--- config.mk ---
export PLATFORM = sky130hd
export DESIGN_NAME = r250_random_generator
export DESIGN_NICKNAME = d
export VERILOG_FILES = /design/src/r250_pkg.sv /design/src/r250_cell.sv /design/src/r250_random_generator.sv
export SDC_FILE = /design/constraint.sdc
export NUM_CORES = 2
export LEC_CHECK = 0
export BUFFER_PORTS_ARGS = -buffer_cell sky130_fd_sc_hd__buf_2
export CORE_MARGIN = 4
export CORE_UTILIZATION = 45
export CTS_CLUSTER_DIAMETER = 100
export DETAILED_ROUTE_END_ITERATION = 8
export PLACE_DENSITY = 0.68
export SYNTH_ARGS = -nofsm -noshare
export SYNTH_HDL_FRONTEND = slang
export SYNTH_SLANG_ARGS = --single-unit
export TNS_END_PERCENT = 10
--- constraint.sdc ---
create_clock -name clock -period 1660.7 [get_ports clock]
set_input_delay 166.07 -clock clock [delete_from_list [all_inputs] [get_ports clock]]
set_output_delay 166.07 -clock clock [all_outputs]
set_load 0.03 [all_outputs]
--- src/r250_pkg.sv ---
`default_nettype none
// ----------------------------------------------------------------------------
// R250 generator package
// Table geometry, tap and fix-up constants, and shared types.
// ----------------------------------------------------------------------------
package r250_pkg;

   localparam int TABLE_LEN     = 250;
   localparam int TAP_DIST      = 103;
   localparam int FIX_START     = 3;
   localparam int FIX_STEP      = 11;
   localparam int WORD_BITS_DEF = 32;
   localparam int MAX_WORD_BITS = 64;
   localparam int SEED_BITS     = 32;
   localparam int RESULT_BITS   = 32;
   localparam int INDEX_BITS    = 8;

   localparam logic CMD_LOAD = 1'b0;
   localparam logic CMD_DRAW = 1'b1;

   // Per-cycle control shared by every cell of the ring.
   typedef struct packed {
      logic shift;
      logic fix;
   } cell_ctl_type;

   // Fix-up bit for table position pos, or -1 when the position has none.
   function automatic int fix_bit_of(input int pos, input int word_bits);
      int k;
      int result;
      result = -1;
      for (k = 0; k < word_bits; k++) begin
         if (((FIX_START + FIX_STEP * k) % TABLE_LEN) == pos) begin
            result = k;
         end
      end
      return result;
   endfunction

endpackage
`default_nettype wire

--- src/r250_cell.sv ---
`default_nettype none
// ----------------------------------------------------------------------------
// R250 table cell
// One table word; takes its neighbor's word on shift and applies its
// independence fix-up on the final load of a seeding pass.
// ----------------------------------------------------------------------------
module r250_cell #(
   parameter int WORD_BITS = r250_pkg::WORD_BITS_DEF,
   parameter int FIX_BIT   = -1
) (
   input  wire                       clock,
   input  wire r250_pkg::cell_ctl_type ctl,
   input  wire logic [WORD_BITS-1:0] shift_in,
   output logic      [WORD_BITS-1:0] word_out
);

   localparam logic [WORD_BITS-1:0] ONE = WORD_BITS'(1);

   logic [WORD_BITS-1:0] word_ff;
   logic [WORD_BITS-1:0] word_in;

   generate
      if (FIX_BIT >= 0) begin : g_fix
         localparam logic [WORD_BITS-1:0] SET_MASK  = ONE << FIX_BIT;
         localparam logic [WORD_BITS-1:0] KEEP_MASK = ~(SET_MASK - ONE);
         always_comb begin
            word_in = shift_in;
            if (ctl.fix) begin
               word_in = (shift_in & KEEP_MASK) | SET_MASK;
            end
         end
      end else begin : g_plain
         assign word_in = shift_in;
      end
   endgenerate

   always_ff @(posedge clock) begin
      if (ctl.shift) begin
         word_ff <= word_in;
      end
   end

   assign word_out = word_ff;

endmodule
`default_nettype wire

--- src/r250_random_generator.sv ---
`default_nettype none
// ----------------------------------------------------------------------------
// R250 random generator
// Lagged-XOR word generator over a 250-word ring of cells.
// ----------------------------------------------------------------------------
// Takes one request every cycle; busy is never asserted. A load (command 0)
// shifts a seed word into the ring; the 250th load applies the fix-up and
// makes the table ready. A draw (command 1) on a ready table XORs the head
// word with the word 103 places on, shifts the ring by one and drives the
// result on rsp_random_word with rsp_valid for one cycle, in the cycle after
// the request. A draw before the table is ready gives no response. The receiver
// cannot stall; every response must be taken in the cycle it is shown.
module r250_random_generator #(
   parameter int WORD_BITS = r250_pkg::WORD_BITS_DEF
) (
   input  wire                                   clock,
   input  wire                                   reset,
   input  wire                                   start,
   output logic                                  busy,
   input  wire                                   req_command,
   input  wire logic [r250_pkg::SEED_BITS-1:0]   req_seed_word,
   output logic                                  rsp_valid,
   output logic      [r250_pkg::RESULT_BITS-1:0] rsp_random_word
);

   localparam int LEN = r250_pkg::TABLE_LEN;
   localparam int IW  = r250_pkg::INDEX_BITS;
   localparam int XW  = r250_pkg::MAX_WORD_BITS;

   logic [WORD_BITS-1:0] words [LEN];
   logic [WORD_BITS-1:0] tail_in;
   logic [WORD_BITS-1:0] draw_word;
   logic [XW-1:0]        seed_ext;
   logic [XW-1:0]        draw_ext;

   logic [IW-1:0] load_index_ff;
   logic [IW-1:0] load_index_in;
   logic          ready_ff;
   logic          ready_in;
   logic          valid_ff;
   logic          valid_in;
   logic [r250_pkg::RESULT_BITS-1:0] result_ff;

   logic accept;
   logic do_load;
   logic do_draw;
   logic last_load;

   r250_pkg::cell_ctl_type ctl;

   assign busy      = 1'b0;
   assign accept    = start & ~busy;
   assign do_load   = accept & (req_command == r250_pkg::CMD_LOAD);
   assign do_draw   = accept & (req_command == r250_pkg::CMD_DRAW) & ready_ff;
   assign last_load = do_load & (load_index_ff == IW'(LEN - 1));

   assign ctl.shift = do_load | do_draw;
   assign ctl.fix   = last_load;

   assign seed_ext  = XW'(req_seed_word);
   assign draw_word = words[0] ^ words[r250_pkg::TAP_DIST];
   assign draw_ext  = XW'(draw_word);
   assign tail_in   = do_load ? seed_ext[WORD_BITS-1:0] : draw_word;

   genvar i;
   generate
      for (i = 0; i < LEN; i++) begin : g_cell
         logic [WORD_BITS-1:0] next_word;
         if (i == LEN - 1) begin : g_tail
            assign next_word = tail_in;
         end else begin : g_body
            assign next_word = words[i+1];
         end
         r250_cell #(
            .WORD_BITS (WORD_BITS),
            .FIX_BIT   (r250_pkg::fix_bit_of(i, WORD_BITS))
         ) u_cell (
            .clock    (clock),
            .ctl      (ctl),
            .shift_in (next_word),
            .word_out (words[i])
         );
      end
   endgenerate

   always_comb begin
      load_index_in = load_index_ff;
      ready_in      = ready_ff;
      if (do_load) begin
         ready_in = 1'b0;
         if (last_load) begin
            load_index_in = '0;
            ready_in      = 1'b1;
         end else begin
            load_index_in = load_index_ff + IW'(1);
         end
      end
   end

   assign valid_in = do_draw;

   always_ff @(posedge clock) begin
      if (reset) begin
         load_index_ff <= '0;
         ready_ff      <= 1'b0;
         valid_ff      <= 1'b0;
      end else begin
         load_index_ff <= load_index_in;
         ready_ff      <= ready_in;
         valid_ff      <= valid_in;
      end
   end

   always_ff @(posedge clock) begin
      if (do_draw) begin
         result_ff <= draw_ext[r250_pkg::RESULT_BITS-1:0];
      end
   end

   assign rsp_valid       = valid_ff;
   assign rsp_random_word = result_ff;

endmodule
`default_nettype wire

After elaboration in Yosys (flattened, before gate mapping)
Index checks and enable logic that the tools add are counted.
- logic and storage cells: 297
- bits of input ports: 36
- flip-flop bits (word level): 8042
- output and inout bits: 34
- bitwise gates (word level): 7
- equal/unequal tests: 1
- add/subtract/negate cells: 1
- mux-type cells: 3
- operators with widths (cell ; count):
    32-bit 2-to-1 mux ; 1
    32-bit XOR ; 1
    8-bit by 1-bit adder with 8-bit output (second input constant) ; 1
    8-bit equality test (second input constant) ; 1
    8-bit 2-to-1 mux ; 1
    1-bit AND ; 4
    1-bit 2-to-1 mux ; 1
    1-bit NOT ; 1
    1-bit bitwise OR ; 1

Longest topological paths before layout
- depth in word-level cells: 4
- gate-level depth with buffers: 8
- mapped depth without buffers: 6

Hierarchy
Synthesis repeated with hierarchy kept, for this count alone.
- cells, all modules: 8794
- area total of the unflattened synthesis: 246119.8 um^2
- modules (own cells, without submodules) (module ; instances ; area each (um^2) ; cells each ; seq. area each (um^2)):
    r250_cell at g_cell[0].u_cell ... ; 218 ; 960.9 ; 32 ; 960.9
    r250_random_generator ; 1 ; 2140.8 ; 227 ; 1161.1
    r250_cell at g_cell[94].u_cell ; 1 ; 1182.4 ; 67 ; 960.9
    r250_cell at g_cell[83].u_cell ; 1 ; 1176.1 ; 66 ; 960.9
    r250_cell at g_cell[61].u_cell ; 1 ; 1169.9 ; 64 ; 960.9
    r250_cell at g_cell[72].u_cell ; 1 ; 1169.9 ; 65 ; 960.9
    r250_cell at g_cell[50].u_cell ; 1 ; 1161.1 ; 62 ; 960.9
    r250_cell at g_cell[39].u_cell ; 1 ; 1151.1 ; 61 ; 960.9
    r250_cell at g_cell[28].u_cell ; 1 ; 1142.3 ; 60 ; 960.9
    r250_cell at g_cell[17].u_cell ; 1 ; 1136.1 ; 59 ; 960.9
    r250_cell at g_cell[6].u_cell ; 1 ; 1128.6 ; 58 ; 960.9
    r250_cell at g_cell[245].u_cell ; 1 ; 1121.1 ; 57 ; 960.9
    r250_cell at g_cell[234].u_cell ; 1 ; 1114.8 ; 56 ; 960.9
    r250_cell at g_cell[223].u_cell ; 1 ; 1108.6 ; 55 ; 960.9
    20 more rows ; - ; - ; - ; -

Worst setup path after synthesis
Ideal clock, no wire load.
- kind: input to register
- start: input req_command
- end: register g_cell[0].u_cell.word_ff[0] (enable)
- data required time: 1631.871 ns
- path slack: 892.695 ns
- stages: 1
- library setup time: 28.829 ns
- arrival: 739.175 ns
- path buffers: 0
- cell sequence: a21boi_0
- word-level cells in the longest chain between the ends: 3
- elaborated cells on any way between the ends: 5
- classes of those cells: bitwise: 5
- ends and longest elaborated chain (item ; line ; source):
    start, declared ; r250_random_generator.sv:20 ; input wire req_command,
    1-bit AND or 1-bit NOT (tied branches) ; r250_random_generator.sv:54, r250_random_generator.sv:53 ;
    1-bit AND, on equally long branches ; r250_random_generator.sv:54, r250_random_generator.sv:53 ;
    1-bit bitwise OR * ; r250_random_generator.sv:57 ; assign ctl.shift = do_load | do_draw;
    end signal, assigned ; r250_cell.sv:39 ; word_ff <= word_in;
    end, declared ; r250_cell.sv:19 ; logic [WORD_BITS-1:0] word_ff;
Mark *: on every way between the ends. The rest lies on a longest branch, timed or not.
A chain may end at the register's enable or synchronous reset.

==> impl_metrics.py <==
metrics = {
    "outcome": {
        "status": "finished, final reports clean",
    },
    "timing": {
        "fin_skew_ps": 77.64,
        "fin_setup_tns_ps": 0,
        "setup_viol": 0,
        "finalHoldViolCount": 0,
        "slew_violations": 0,
        "rsz0062_at_grt": "no",
        "fin_crit_ps": 172860,
        "fin_crit_sh": 0.1041,
        "slew_headroom": 0.2059,
        "tightest_slew_ps": 1191,
        "fmax_mhz": 5.785,
    },
    "route": {
        "routed_wl_um": 303000,
        "avgRoutedWirePerCell_um": 17.31,
        "drtAntennaViolNets": 0,
        "drt_iter0_markers": 8663,
        "vias_per_cell": 4.656,
        "drt_first_pass_iters": 7,
        "route.detailed.drc": 0,
        "num_vias": 81470,
    },
    "clocking": {
        "cts_resized": 0,
        "holdBufCountCts": 0,
        "postCtsSetupRepairBufs": 0,
        "cts_root_buf": "clkbuf_16",
        "cts_tree": "built",
        "insertion_delay_ps": 1070,
        "clk_path_buf_depth": 4,
        "cts_buffers": 743,
        "clkTransAtPathRegs_ps": 60,
        "htree_levels": 6,
        "clock_sinks": 8042,
    },
    "logic_synthesis": {
        "synth-seq-cells": 8042,
        "synth_cell_types": 25,
        "netlist_top_cells_area": "edfxtp_1, nor2b_1, nor2_1",
        "synthMuxAreaShare": 0,
        "yosysWarnings": 0,
        "synth_seq_area_share": 0.9815,
        "synth_top_family_by_area": "simple AND/OR/NAND/NOR gates",
        "synth-compound-area-share": 0.0001984,
        "synthesis.nets": 8852,
        "synthAdderAreaFrac": 0.0001017,
        "yosysTopAreaCell": "edfxtp_1",
        "synth_top_area_frac": 0.9807,
        "synth-simple-area-share": 0.01556,
        "syn_area_mm2": 0.2459,
        "synth_xor_area_frac": 0.001246,
        "syn_inst": 8814,
        "syn_avg_cell_area_um2": 27.90,
    },
    "floorplan": {
        "num_io_pins": 70,
        "core_mm2": 0.5446,
        "rows": 271,
        "start_util": 0.4516,
        "dieArea_mm2": 0.5584,
        "die_h_um": 747.3,
        "die_x_um": 747.3,
    },
    "finish": {
        "areaGrowthSynthToFinish_pct": 13.81,
        "nets": 9690,
        "layout_commonest_cell": "edfxtp_1",
        "layout_common_cells": "edfxtp_1, clkbuf_16, nor2b_1, clkinv_1, clkbuf_1",
        "fin_area_mm2": 0.2799,
        "drive_above_1_share": 0.1167,
    },
    "grt": {
        "antenna_found_initial": 9,
        "grt_usage": 0.1053,
        "grt_max_degree": 242,
        "grt-ovfl-total": 0,
        "grt_pass1_wl_um": 475800,
        "grt_pass1_vias": 81030,
    },
    "run": {
        "cap_violations": 0,
    },
    "critical_path": {
        "end_kind": "register",
        "crit_chain": "buf_2, a21boi_4, buf_12, buf_12, buf_4, buf_12, buf_4, buf_4, buf_4, buf_4",
        "r2r.worst_path.cells": 10,
        "timing.critical_path.slowest_cell_delay_ps": 980,
        "crit_fanout": 184,
        "crit_type": "input pin to register",
        "cp.required_ps": 1661350,
        "rr_endpoint": "g_cell[213].u_cell.word_out[2]$_DFFE_PP_",
        "rrSetupSlack_ps": 1652620,
        "cp-start-kind": "input pin",
        "cpMaxStageDelayCell": "buf_4",
        "critPathArrivalTime_ps": 173510,
        "critical_path_buf_inv_count": 9,
        "cpMostUsedCell": "buf_4",
        "path_delay_family": "buffers and inverters",
        "r2r-start": "ready_ff$_SDFFE_PP0P_",
    },
    "placed_design": {
        "post_dp_cell_area_mm2": 0.2560,
        "routabilityCongestion": 0.7376,
        "dp_hpwl_um": 131900,
        "portBuffers": 68,
    },
    "worst_hold_path": {
        "holdCritStartpoint": "g_cell[114].u_cell.word_out[17]$_DFFE_PP_",
        "min_path_type": "register to register",
        "hold_depth": 0,
        "holdPathEnd": "g_cell[113].u_cell.word_out[17]$_DFFE_PP_",
    },
    "pwr": {
        "p_leak_nw": 89.74,
        "cellPowerDensity_mw_per_mm2": 1.438,
        "ir_drop_v": 0.000001222,
    },
}
## synth_stat cells
library cell / n
or2_2: 32
edfxtp_1: 8032
nand2b_1: 1
nand4_1: 3
or3_1: 6
buf_4: 1
nand3_1: 4
a31oi_1: 3
nand2_1: 8
buf_1: 1
and3_1: 1
buf_2: 53
nor2_1: 97
conb_1: 1
ha_1: 2
o211ai_1: 1
nor3_1: 3
dfxtp_1: 10
a21boi_0: 1
nor4_2: 1
a21oi_1: 3
nor2b_1: 498
clkbuf_1: 14
inv_1: 3
xor2_1: 35
## kinds of logic (layout without fill, tap and decap cells)
logic type / count (synthesis) / count (layout)
AOI/OAI and AO/OA: 8 / 8
xor gates and xnor gates: 35 / 35
other: 1 / 7
and+or+nand+nor: 654 / 654
DFF: 8042 / 8042
adders and majority gates: 2 / 2
buffers and inverters: 72 / 1515
## per-layer routing
layer / routed length [um] / track usage
met1: 153700 / 0.1731
met2: 126500 / 0.1410
met3: 15280 / 0.02150
met4: 7443 / 0.03207
met5: 0 / 0
## power breakdown
group / switching, W / leakage, nW / internal (W)
logic: 0.00000395 / 2.74 / 0.000000492
registers: 0.00000226 / 75.5 / 0.000232
clock network: 0.0000709 / 11.5 / 0.0000929
## worst max path at each step
stage	startpoint	to	slack, ps	cells past startpoint
finish	start	g_cell[83].u_cell.word_out[6]$_SDFFCE_PP0P_	1487840	10
global route	start	g_cell[213].u_cell.word_out[2]$_DFFE_PP_	1487240	10
CTS	start	g_cell[89].u_cell.word_out[5]$_DFFE_PP_	1487930	10
detailed placement	start	g_cell[213].u_cell.word_out[2]$_DFFE_PP_	1486650	10
global placement	start	g_cell[213].u_cell.word_out[2]$_DFFE_PP_	1487020	10
floorplan	req_command	g_cell[0].u_cell.word_out[0]$_DFFE_PP_	892700	1
## state kept, by name, indices dropped and copies added (netlist names)
name and flops:
g_cell.u_cell.word_out 8000, rsp_random_word 32, load_index_ff 8, ready_ff 1, rsp_valid 1
## layout make-up
cell class	count	area (um2)
Clock inverter	440	4577
Fill cell	40610	264700
Inverter	3	11.26
Multi-Input combinational cell	700	4288
Clock buffer	910	19300
Antenna cell	6	15.01
Sequential cell	8042	241400
Tap cell	7234	9051
Timing Repair Buffer	162	1259
## per-stage QoR
step                hold WS [ps]  cells  setup WS, ps  utilization  power [W]
floorplan                  400.3   8814        892700            -  0.0004613
global placement           400.2  16140       1487020       0.4701  0.0002427
detailed placement         404.5  16140       1486650       0.4701  0.0002430
CTS                        356.1  17490       1487930       0.5140  0.0004086
global route               370.6  17490       1487240       0.5140  0.0004185
finish                     363.2  17500       1487840       0.5140  0.0004025
## worst reg2reg max path, cell delays in order (launching register included)
cell and delay [ps]:
dfxtp_1 370, inv_1 90, a21boi_4 160, buf_12 510, buf_12 990, buf_4 1000, buf_12 740, buf_4 890
buf_4 930, buf_4 900, buf_4 1030
(Power assumes the default switching activity.)
